$ cat src/mpct_pkg.sv
package mpct_pkg;

  localparam int BYTE_W = 8;
  localparam int BTN_W  = 3;

  localparam logic [BYTE_W-1:0] COLS_RESET = 8'd80;
  localparam logic [BYTE_W-1:0] ROWS_RESET = 8'd25;

  // Configuration register indexes
  localparam logic CFG_SCREEN_COLUMNS = 1'b0;
  localparam logic CFG_SCREEN_ROWS    = 1'b1;

  // Byte slot within a packet; the unused code acts as the first slot
  typedef enum logic [1:0] {
    POS_BUTTON = 2'd0,
    POS_X      = 2'd1,
    POS_Y      = 2'd2
  } pos_t;

  typedef struct packed {
    logic [BTN_W-1:0]  buttons;
    logic [BYTE_W-1:0] x_motion;
    logic [BYTE_W-1:0] y_motion;
  } packet_t;

  typedef struct packed {
    logic [BTN_W-1:0]  button_changes;
    logic [BTN_W-1:0]  button_bits;
    logic [BYTE_W-1:0] cur_row;
    logic [BYTE_W-1:0] cur_col;
    logic [BYTE_W-1:0] prev_row;
    logic [BYTE_W-1:0] prev_col;
  } result_t;

  // v is a 10-bit signed sum; a size of zero behaves like one
  function automatic logic [BYTE_W-1:0] clamp_coord(logic signed [9:0] v,
                                                    logic [BYTE_W-1:0] size);
    logic [BYTE_W-1:0] top;
    logic signed [9:0] top_s;
    top   = (size == '0) ? '0 : size - 8'd1;
    top_s = $signed({2'b00, top});
    if (v < 0) begin
      clamp_coord = '0;
    end else if (v > top_s) begin
      clamp_coord = top;
    end else begin
      clamp_coord = v[BYTE_W-1:0];
    end
  endfunction

endpackage

$ cat src/mpct_assembler.sv
module mpct_assembler (
  input  logic                    clk,
  input  logic                    rst,
  input  logic                    advance,
  input  logic [7:0]              data_byte,
  input  logic                    aux_ready,
  output logic                    complete,
  output mpct_pkg::packet_t       pkt
);
  import mpct_pkg::*;

  pos_t              pos;
  pos_t              pos_next;
  logic [BYTE_W-1:0] held_button_byte;
  logic [BYTE_W-1:0] held_x_motion;

  always_comb begin
    pos_next = pos;
    if (aux_ready) begin
      case (pos)
        POS_X:   pos_next = POS_Y;
        POS_Y:   pos_next = POS_BUTTON;
        default: pos_next = POS_X;
      endcase
    end
  end

  always_comb begin
    complete     = aux_ready && (pos == POS_Y);
    pkt.buttons  = held_button_byte[BTN_W-1:0];
    pkt.x_motion = held_x_motion;
    pkt.y_motion = data_byte;
  end

  always_ff @(posedge clk) begin
    if (rst) begin
      pos <= POS_BUTTON;
    end else if (advance) begin
      pos <= pos_next;
    end
  end

  always_ff @(posedge clk) begin
    if (advance && aux_ready) begin
      if (pos == POS_X) begin
        held_x_motion <= data_byte;
      end else if (pos != POS_Y) begin
        held_button_byte <= data_byte;
      end
    end
  end

endmodule

$ cat src/mpct_cursor.sv
module mpct_cursor (
  input  logic              clk,
  input  logic              rst,
  input  logic              update,
  input  mpct_pkg::packet_t pkt,
  input  logic [7:0]        screen_columns,
  input  logic [7:0]        screen_rows,
  output mpct_pkg::result_t res
);
  import mpct_pkg::*;

  logic [BYTE_W-1:0] cursor_col;
  logic [BYTE_W-1:0] cursor_row;
  logic [BTN_W-1:0]  last_buttons;
  logic signed [9:0] col_sum;
  logic signed [9:0] row_sum;

  // X adds, Y subtracts (device Y grows upward)
  assign col_sum = $signed({2'b00, cursor_col}) + 10'($signed(pkt.x_motion));
  assign row_sum = $signed({2'b00, cursor_row}) - 10'($signed(pkt.y_motion));

  always_comb begin
    res.prev_col       = cursor_col;
    res.prev_row       = cursor_row;
    res.cur_col        = clamp_coord(col_sum, screen_columns);
    res.cur_row        = clamp_coord(row_sum, screen_rows);
    res.button_bits    = pkt.buttons;
    res.button_changes = pkt.buttons ^ last_buttons;
  end

  always_ff @(posedge clk) begin
    if (rst) begin
      cursor_col   <= '0;
      cursor_row   <= '0;
      last_buttons <= '0;
    end else if (update) begin
      cursor_col   <= res.cur_col;
      cursor_row   <= res.cur_row;
      last_buttons <= res.button_bits;
    end
  end

endmodule

$ cat src/mouse_packet_cursor_tracker.sv
// Path: a packet's third byte passes through the input register, then the
// result register, before m_axis_tvalid rises.
// Throughput: one byte per cycle; the input register frees unless it holds a
// packet's last byte while the result register is full and not being taken.
// Reset (rst, synchronous): packet slot, cursor and buttons go to zero,
// screen size to 80 x 25, both registers empty.
module mouse_packet_cursor_tracker (
  input  logic        clk,
  input  logic        rst,
  input  logic        s_axis_tvalid,
  output logic        s_axis_tready,
  input  logic [7:0]  s_axis_tdata,   // [7:0] data_byte
  input  logic        s_axis_tuser,   // [0] aux_ready
  output logic        m_axis_tvalid,
  input  logic        m_axis_tready,
  output logic [39:0] m_axis_tdata,   // prev_col, prev_row, cur_col, cur_row,
                                      // button_bits, button_changes, 2'b0
  input  logic        cfg_we,
  input  logic        cfg_index,
  input  logic [7:0]  cfg_data
);
  import mpct_pkg::*;

  logic [BYTE_W-1:0] screen_columns;
  logic [BYTE_W-1:0] screen_rows;

  logic              in_valid;
  logic [BYTE_W-1:0] in_data;
  logic              in_aux;
  logic              in_advance;
  logic              out_load_ok;
  logic              complete;
  packet_t           pkt;
  result_t           res;
  result_t           out_res;

  assign out_load_ok   = !m_axis_tvalid || m_axis_tready;
  assign in_advance    = in_valid && (!complete || out_load_ok);
  assign s_axis_tready = !in_valid || in_advance;

  always_ff @(posedge clk) begin
    if (rst) begin
      screen_columns <= COLS_RESET;
      screen_rows    <= ROWS_RESET;
    end else if (cfg_we) begin
      case (cfg_index)
        CFG_SCREEN_COLUMNS: screen_columns <= cfg_data;
        CFG_SCREEN_ROWS:    screen_rows    <= cfg_data;
        default:            ;
      endcase
    end
  end

  always_ff @(posedge clk) begin
    if (rst) begin
      in_valid <= 1'b0;
    end else if (s_axis_tready) begin
      in_valid <= s_axis_tvalid;
    end
  end

  always_ff @(posedge clk) begin
    if (s_axis_tvalid && s_axis_tready) begin
      in_data <= s_axis_tdata;
      in_aux  <= s_axis_tuser;
    end
  end

  mpct_assembler u_assembler (
    .clk       (clk),
    .rst       (rst),
    .advance   (in_advance),
    .data_byte (in_data),
    .aux_ready (in_aux),
    .complete  (complete),
    .pkt       (pkt)
  );

  mpct_cursor u_cursor (
    .clk            (clk),
    .rst            (rst),
    .update         (in_advance && complete),
    .pkt            (pkt),
    .screen_columns (screen_columns),
    .screen_rows    (screen_rows),
    .res            (res)
  );

  always_ff @(posedge clk) begin
    if (rst) begin
      m_axis_tvalid <= 1'b0;
    end else if (out_load_ok) begin
      m_axis_tvalid <= in_advance && complete;
    end
  end

  always_ff @(posedge clk) begin
    if (in_advance && complete) begin
      out_res <= res;
    end
  end

  assign m_axis_tdata = {2'b00, out_res.button_changes, out_res.button_bits,
                         out_res.cur_row, out_res.cur_col,
                         out_res.prev_row, out_res.prev_col};

endmodule

$ cat config.mk
export PLATFORM = sky130hd
export DESIGN_NAME = mouse_packet_cursor_tracker
export DESIGN_NICKNAME = d
export VERILOG_FILES = /design/src/mpct_pkg.sv /design/src/mpct_assembler.sv /design/src/mpct_cursor.sv /design/src/mouse_packet_cursor_tracker.sv
export SDC_FILE = /design/constraint.sdc
export NUM_CORES = 1
export LEC_CHECK = 0
export BUFFER_PORTS_ARGS = -buffer_cell sky130_fd_sc_hd__buf_2
export CAP_MARGIN = 20
export CORE_UTILIZATION = 45
export DETAILED_ROUTE_END_ITERATION = 12
export GPL_TIMING_DRIVEN = 0
export SYNTH_ARGS = -nofsm -noshare
export SYNTH_HDL_FRONTEND = slang
export SYNTH_SLANG_ARGS = --single-unit
export TNS_END_PERCENT = 20
$ cat constraint.sdc
create_clock -name clk -period 4.35 [get_ports clk]
set_input_delay 0.435 -clock clk [delete_from_list [all_inputs] [get_ports clk]]
set_output_delay 0.435 -clock clk [all_outputs]
set_load 0.005 [all_outputs]
==> results_dict.tcl, run 1 <==
set metrics [dict create \
    rsz0062_at_grt "false" \
    startpoint_type "flop" \
    htreeDepth 3 \
    yosysSeqAreaShare_pct 49.8 \
    clock_latency_ps 390 \
    place_hpwl_um 8250 \
    finalCritPeriodShare_pct 93.1 \
    grt_max_degree 46 \
    fp.dieArea_mm2 0.0117 \
    grtUsageTotal_pct 19.8 \
    finalSetupViolations 0 \
    area_growth_pct 13.6 \
    maxCapViolCount 0 \
    insertedDiodeCount 0 \
    syn-cell-area_mm2 0.00507 \
    synth_edf_count 58 \
    yosys_warnings 0 \
    slew_viol_final 0 \
    drtIter0Drc 145 \
    routabilityCongestion 0.884 \
    synthTopCellsByArea "edfxtp_1 34%, dfxtp_1 15%, ha_1 9.9%" \
    drc_errors 0 \
    path_class "flop to flop" \
    syn_inst 492 \
    fin_crit_ps 4050 \
    cp_slowest_cell "fa_1" \
    end_kind "flop" \
    multi_input_area_mm2 0.00233 \
    clock-sinks 97 \
    clockBufferDepth 2 \
    pin_count 65 \
    critical-path-top-delay-family "compound AO/OA/AOI/OAI gates" \
    fin_skew_ps 16.7 \
    outcome "finished clean" \
    cts_root_buf "clkbuf_8" \
    die_h_um 108 \
    tightest_slew_ps 818 \
    antenna_found_initial 0 \
    routedWlPerCell_um 15.0 \
    via_count 3611 \
    post-synth-top-area-fraction_pct 34.4 \
    fin_total_pwr_mw 1.85 \
    cts-hold-fix-buffers 0 \
    postSynthAreaPerCell_um2 10.3 \
    clk_pin_slew_ps 110 \
    ys.flop_type "edfxtp_1" \
    first_global_vias 3515 \
    grt.overflow.total 0 \
    wirelength_um 10700 \
    p_per_area_mw_per_mm2 321 \
    ys_async_sr_fraction_pct 0 \
    vdd_drop_max_uv 138 \
    final_common_cell "nand2_1" \
    yosysTopAreaCell "edfxtp_1" \
    fp-row-count 38 \
    drive_above_1_share_pct 18.1 \
    fillCellCount 1002 \
    leakage_nw 2.40 \
    hold_class "input port to flop" \
    crit_fanout 10 \
    initial_utilization_pct 46.5 \
    cp_num_buf_inv 1 \
    cts_tree "yes" \
    regArea_mm2 0.00252 \
    final_cell_mix "64 x nand2_1, 62 x buf_2, 58 x edfxtp_1" \
    drtAntennaViolNets 0 \
    max_slew_margin_pct 45.1 \
    final_nets 630 \
    setup_tns_ps 0 \
    core-area_mm2 0.0109 \
    viasPerCell 5.09 \
    first_pass_iters 4 \
    numCtsBuffers 9 \
    fp.dieW_um 108 \
    finalHoldViolCount 0 \
    crit_chain "ha_1 > fa_1 > a21o_2 > a21oi_1 > o21bai_1 > a21oi_1 > xor2_1 > inv_1 > ha_1 > nand4_1 > o2bb2ai_1 > a311oi_2 > nor2_1 > o22ai_4 > mux2i_1 > nor2_1" \
    synth.distinct_cells 68 \
    ys_seq_elements 97 \
    grt_pass1_wl_um 17300 \
    critPathArrivalTime_ps 4180 \
    crit_path_max_incr_delay_ps 410 \
    port_buffers 61 \
    required_ps 4480 \
    timing.fmax_mhz 247 \
]
## cell families after synthesis
logic type	after synthesis	share of synthesized area, %
and+or+nand+nor	172	15.6
DFF	97	49.8
AOI/OAI and AO/OA	91	12.3
buffers and inverters	52	4.35
adders and majority gates	42	10.7
xor gates and xnor gates	23	4.12
muxes	14	3.01
other	1	0.0740
## per-stage QoR
step | worst slack (ps) | instances | util (%) | cell area, um2 | hold slack, ps
global placement | 193 | 694 | 51.0 | 5550 | 444
detailed placement | 323 | 694 | 51.0 | 5550 | 437
global route | 2.40 | 710 | 52.8 | 5750 | 208
finish | 301 | 710 | 52.8 | 5750 | 218
CTS | 279 | 710 | 52.8 | 5750 | 211
floorplan | 753 | 493 | - | 5070 | 426
## synth_stat cells, types with 3 or more instances
cell and number:
nand2_1 64, o21ai_1 14, inv_1 39, and3_1 3
edfxtp_1 58, nand2b_1 5, a21o_1 6, xor2_1 11
nand3_1 6, dfxtp_1 39, mux2i_1 10, ha_1 40
nand3b_1 5, nand4_1 3, a211oi_1 3, o21ai_0 4
nor2b_1 4, o21a_1 5, a21oi_1 32, and2_1 7
o21ai_2 3, clkbuf_1 7, nor2_1 53, nor3_1 4
nor4_1 4, xnor2_1 11
## where the power goes
group	switching [mW]	total, mW	internal (mW)
sequential	0.0186	1.01	0.990
clock	0.336	0.610	0.274
combinational	0.134	0.230	0.0958
total	0.489	1.85	1.36
## state kept, by name (all words and copies together) (netlist names), 2 cells and up
signal and count:
in_data 8, m_axis_tdata 38, screen_columns 8, screen_rows 8, u_assembler.held_button_byte 3, u_assembler.held_x_motion 8
u_assembler.pos 2, u_cursor.cursor_col 8, u_cursor.cursor_row 8, u_cursor.last_buttons 3
## final cells by class
| type | count | share of cell area (%) |
|---|---|---|
| flip-flops and latches | 97 | 43.8 |
| inverters | 40 | 2.63 |
| clock buffers | 10 | 2.22 |
| multi-input cells | 344 | 40.5 |
| repair buffers | 61 | 5.31 |
| well taps | 140 | 3.04 |
| clock inverters | 6 | 1.28 |
| plain buffers | 12 | 1.22 |
## per-layer routing
metal | routed length, um | share of wire (%) | track usage [%]
met1 | 5260 | 49 | 26.9
met2 | 4880 | 46 | 31.8
met3 | 370 | 3.5 | 3.68
met4 | 149 | 1.4 | 6.46
met5 | 0 | 0 | 0
## final timing paths
check,slack [ps],cells past startpoint,start,endpoint
min,220,1,s_axis_tdata[2],in_data[2]
min reg2reg,460,0,in_data[6],u_assembler.held_x_motion[6]
max reg2reg,300,16,u_assembler.held_x_motion[0],m_axis_tdata[21]
max,300,16,u_assembler.held_x_motion[0],m_axis_tdata[21]
## repair_timing
item                                    4_1_cts  5_1_grt
endpoints found under the setup margin        0        3
gates resized for setup                       0        0
buffers inserted                              0        0
Power figures use the tool's default switching activity.
==> run 2, diff against run 1 <==
Settings changed: CORE_MARGIN from default to 2, PLACE_DENSITY from default to 0.67.
Clock period 4.35 ns to 3.5 ns, I/O delays scaled along.
==> results_dict.tcl, run 2 (same netlist as run 1, synthesis figures left out) <==
set metrics [dict create \
    final_nets 653 \
    cts_tree "yes" \
    fp-row-count 38 \
    drtAntennaViolNets 0 \
    fin_skew_ps 7.20 \
    cp_slowest_cell "edfxtp_1" \
    leakage_nw 2.62 \
    pwr-share-clk_pct 40.1 \
    p_per_area_mw_per_mm2 428 \
    final_common_cell "nand2_1" \
    critPathArrivalTime_ps 4030 \
    clk_pin_slew_ps 70 \
    fin_crit_ps 3920 \
    place_area_mm2 0.00556 \
    p_comb_share_pct 13.9 \
    fin_ws_ps -422 \
    slew_viol_final 0 \
    routabilityCongestion 0.887 \
    area_growth_pct 25.6 \
    clock_latency_ps 350 \
    hold_class "input port to flop" \
    drtIter0Drc 166 \
    viasPerCell 5.25 \
    finalCritPeriodShare_pct 112 \
    wirelength_um 11400 \
    cpMostUsedCell "a211oi_4" \
    crit_fanout 7 \
    fillCellCount 919 \
    crit_chain "ha_4 > a211oi_4 > nor2_2 > o21a_1 > o41ai_2 > xor2_1 > ha_1 > a211oi_4 > o2bb2ai_2 > a311oi_2 > buf_4 > o21ai_4 > o22ai_4 > buf_12 > buf_6 > or2_1 > and2_4" \
    switching_share_pct 24.8 \
    max_slew_margin_pct 38.9 \
    pin_count 65 \
    critical-path-top-delay-family "compound AO/OA/AOI/OAI gates" \
    regArea_mm2 0.00252 \
    finalHoldViolCount 0 \
    first_global_vias 3795 \
    finalInstanceArea_mm2 0.00636 \
    first_pass_iters 5 \
    maxCapViolCount 0 \
    switchingPower_uw 675 \
    end_kind "flop" \
    p_int_mw 2.05 \
    final_cell_mix "64 x nand2_1, 62 x buf_2, 58 x edfxtp_1" \
    grt_pass1_wl_um 18000 \
    path_class "flop to flop" \
    dp_cells 694 \
    cts-hold-fix-buffers 0 \
    crit_path_max_incr_delay_ps 480 \
    htreeDepth 3 \
    rsz0062_at_grt "true" \
    fp.dieArea_mm2 0.0121 \
    core-area_mm2 0.0109 \
    multi_input_area_mm2 0.00259 \
    grt.overflow.total 0 \
    grt_max_degree 46 \
    finalSetupViolations 28 \
    cp_num_buf_inv 3 \
    drc_errors 0 \
    place_hpwl_um 8360 \
    tightest_slew_ps 910 \
    initial_utilization_pct 46.3 \
    pwr-share-seq_pct 46.0 \
    failed_checks "negative setup slack" \
    largest_reg_flops 38 \
    startpoint_type "flop" \
    clockBufferDepth 2 \
    via_count 3851 \
    drive_above_1_share_pct 27.7 \
    port_buffers 61 \
    routedWlPerCell_um 15.5 \
    die_h_um 110 \
    insertedDiodeCount 0 \
    antenna_found_initial 0 \
    grtUsageTotal_pct 19.9 \
    numCtsBuffers 9 \
    setup_tns_ps -6020 \
    vdd_drop_max_uv 315 \
    timing.fmax_mhz 255 \
    cts_root_buf "clkbuf_16" \
    required_ps 3610 \
    fin_cells 733 \
    clock-sinks 97 \
    fp.dieW_um 110 \
    outcome "complete, but fails checks" \
]
## run 2: changes by cell type in the layout (fill, tap and decap cells not counted), moves of 4 or more
cell | previous run | this run
buf_6 | 1 | 5
ha_1 | 40 | 33
buf_4 | 2 | 19
mux2i_1 | 10 | 3
nor2_2 | 1 | 6
ha_4 | 0 | 6
nor2_1 | 53 | 47
mux2i_2 | 0 | 4
clkbuf_8 | 9 | 0
clkbuf_16 | 0 | 9
## run 2: worst paths after layout
path | start | to | slack, ps | cells after the start
setup / recovery | u_assembler.held_x_motion[1] | m_axis_tdata[23] | -420 | 17
hold / removal | s_axis_tdata[0] | in_data[0] | 170 | 1
setup reg to reg | u_assembler.held_x_motion[1] | m_axis_tdata[23] | -420 | 17
hold reg to reg | u_cursor.cursor_row[0] | m_axis_tdata[8] | 450 | 0
## run 2: routing by layer
| layer | share of wire, % | track usage [%] | vias up |
|---|---|---|---|
| met4 | 3.8 | 10.2 | 0 |
| met1 | 44 | 24.6 | 1779 |
| met2 | 46 | 31.9 | 132 |
| met5 | 0 | 0 | - |
| li1 | - | - | 1909 |
| met3 | 6.0 | 5.35 | 31 |
## run 2: cell type report
cell class	instances	area share, %
buffer	12	1.10
clock buffer	9	3.54
clock inverter	7	1.69
inverter	40	2.38
multi-input combinational	344	40.7
sequential	97	39.7
tap	140	2.75
timing repair buffer	84	8.14
## run 2: stage by stage
stage	util [%]	worst slack [ps]	power (mW)	hold WS [ps]
6_report	58.2	-422	2.73	166
5_1_grt	58.2	-556	2.83	156
4_1_cts	57.1	-335	2.73	155
3_5_place_dp	50.8	-554	1.56	432
3_3_place_gp	50.8	-524	1.55	435
2_1_floorplan	-	30.3	1.48	426
## run 2: power by group through the flow
stage               Combinational, mW  Sequential [mW]  Clock [mW]
floorplan                       0.209             1.27           0
global placement                0.272             1.28           0
detailed placement              0.284             1.28           0
CTS                             0.363             1.25        1.11
global route                    0.416             1.26        1.16
finish                          0.379             1.25        1.09
## run 2: repair_timing
action | 4_1_cts | 5_1_grt
pin swaps | 29 | 7
gates resized for setup | 38 | 16
setup endpoints to repair | 32 | 32
buffers inserted | 19 | 4
==> run 3, diff against run 2 <==
Settings changed: PLACE_DENSITY 0.67 to default, PLACE_DENSITY_LB_ADDON from default to 0.2.
==> results_dict.tcl, run 3 (same netlist as run 1, synthesis figures left out) <==
set metrics [dict create \
    outcome "complete, but fails checks" \
    failed_checks "negative setup slack" \
    first_pass_iters 4 \
    fp.dieW_um 110 \
    die_h_um 110 \
    area_growth_pct 22.8 \
    max_slew_margin_pct 43.6 \
    largest_reg_flops 38 \
    crit_fanout 3 \
    fin_crit_ps 3860 \
    ff2ff_path_depth 18 \
    p_comb_share_pct 13.5 \
    path_class "flop to flop" \
    fp.dieArea_mm2 0.0121 \
    final_cell_mix "64 x nand2_1, 62 x buf_2, 58 x edfxtp_1" \
    hold_depth 1 \
    startpoint_type "flop" \
    core-area_mm2 0.0109 \
    cts_root_buf "clkbuf_16" \
    routabilityCongestion 0.843 \
    fin_skew_ps 6.18 \
    htreeDepth 3 \
    critPathArrivalTime_ps 4060 \
    via_count 3763 \
    drtAntennaViolNets 0 \
    cts-hold-fix-buffers 0 \
    first_global_vias 3562 \
    finalHoldViolCount 0 \
    place_hpwl_um 8080 \
    p_per_area_mw_per_mm2 421 \
    fin_ws_ps -358 \
    switchingPower_uw 676 \
    wirelength_um 10900 \
    holdWs_ps 172 \
    pin_count 65 \
    viasPerCell 5.15 \
    setup_tns_ps -4790 \
    grt_pass1_wl_um 17300 \
    p_int_mw 1.95 \
    dp_cells 695 \
    clockBufferDepth 2 \
    antenna_found_initial 0 \
    slew_viol_final 0 \
    pwr-share-seq_pct 47.8 \
    routedWlPerCell_um 14.9 \
    fp-row-count 38 \
    hold_class "input port to flop" \
    clock_latency_ps 350 \
    clk_pin_slew_ps 70 \
    drive_above_1_share_pct 24.9 \
    finalSetupViolations 26 \
    grt.overflow.total 0 \
    grt_max_degree 29 \
    timing.fmax_mhz 259 \
    drc_errors 0 \
    rsz0062_at_grt "true" \
    maxCapViolCount 0 \
    port_buffers 61 \
    final_common_cell "nand2_1" \
    drtIter0Drc 183 \
    required_ps 3700 \
    finalCritPeriodShare_pct 110 \
    leakage_nw 2.59 \
    pwr-share-clk_pct 38.7 \
    end_kind "flop" \
    insertedDiodeCount 0 \
    switching_share_pct 25.8 \
    fin_cells 730 \
    cts_tree "yes" \
    tightest_slew_ps 839 \
    initial_utilization_pct 46.3 \
    clock-sinks 97 \
    grtUsageTotal_pct 19.1 \
    numCtsBuffers 9 \
    final_nets 650 \
    vdd_drop_max_uv 247 \
]
==> run 3: power groups by stage <==
stage                     combinational, mW  clock (mW)  sequential, mW
after floorplan                       0.209           0            1.27
after global placement                0.273           0            1.28
after detailed placement              0.278           0            1.28
after CTS                             0.340        1.03            1.25
after global routing                  0.394        1.09            1.26
final                                 0.354        1.01            1.25
==> run 3: final cells by class <==
| type | instances | area (um2) |
|---|---|---|
| repair buffers | 80 | 477 |
| flip-flops and latches | 97 | 2520 |
| fillers | 935 | 4710 |
| multi-input cells | 345 | 2510 |
| inverters | 40 | 150 |
| clock buffers | 10 | 250 |
| plain buffers | 12 | 70.1 |
| clock inverters | 6 | 66.3 |
| well taps | 140 | 175 |
==> run 3: routing by layer <==
metal,GRT usage [%],vias to the layer above,part of all wire [%]
met3,4.35,11,5.5
met1,26.8,1742,48
met2,29.4,105,45
met4,5.89,0,1.1
met5,0,-,0
li1,-,1905,-
==> run 3: worst paths after layout <==
check	slack [ps]	to	start
worst max-delay path	-360	m_axis_tdata[18]	u_assembler.held_x_motion[0]
worst min register to register	470	u_cursor.last_buttons[1]	u_cursor.last_buttons[1]
worst min-delay path	170	in_aux	s_axis_tuser
worst max register to register	-360	m_axis_tdata[18]	u_assembler.held_x_motion[0]
==> run 3: metrics by stage <==
stage / instance area (um2) / worst slack (ps) / util [%] / power (mW)
after floorplan: 5080 / 30.3 / - / 1.48
after global placement: 5560 / -469 / 50.8 / 1.55
after detailed placement: 5580 / -441 / 51.0 / 1.56
after CTS: 6140 / -255 / 56.2 / 2.62
after global routing: 6220 / -543 / 56.9 / 2.74
final: 6220 / -358 / 56.9 / 2.62
==> run 3: repair_timing <==
action,in CTS,in global routing
cloned,1,0
endpoints found under the setup margin,32,32
pin swaps,16,10
endpoints found under the hold margin,0,0
gates resized for setup,26,8
setup buffers,14,4
==> run 3: worst max-delay path, cell delays in order, from the launching register on <==
cell and delay [ps]:
edfxtp_1 430, ha_4 200, fa_2 400, a21o_4 230
a21oi_4 150, o21bai_1 70, a21oi_1 170, xor2_1 240
inv_1 70, ha_1 300, o21a_1 120, nor2_1 50
a311oi_2 290, buf_4 180, o21ai_4 60, o22ai_4 140
buf_4 180, mux2_4 320, nor2_1 100
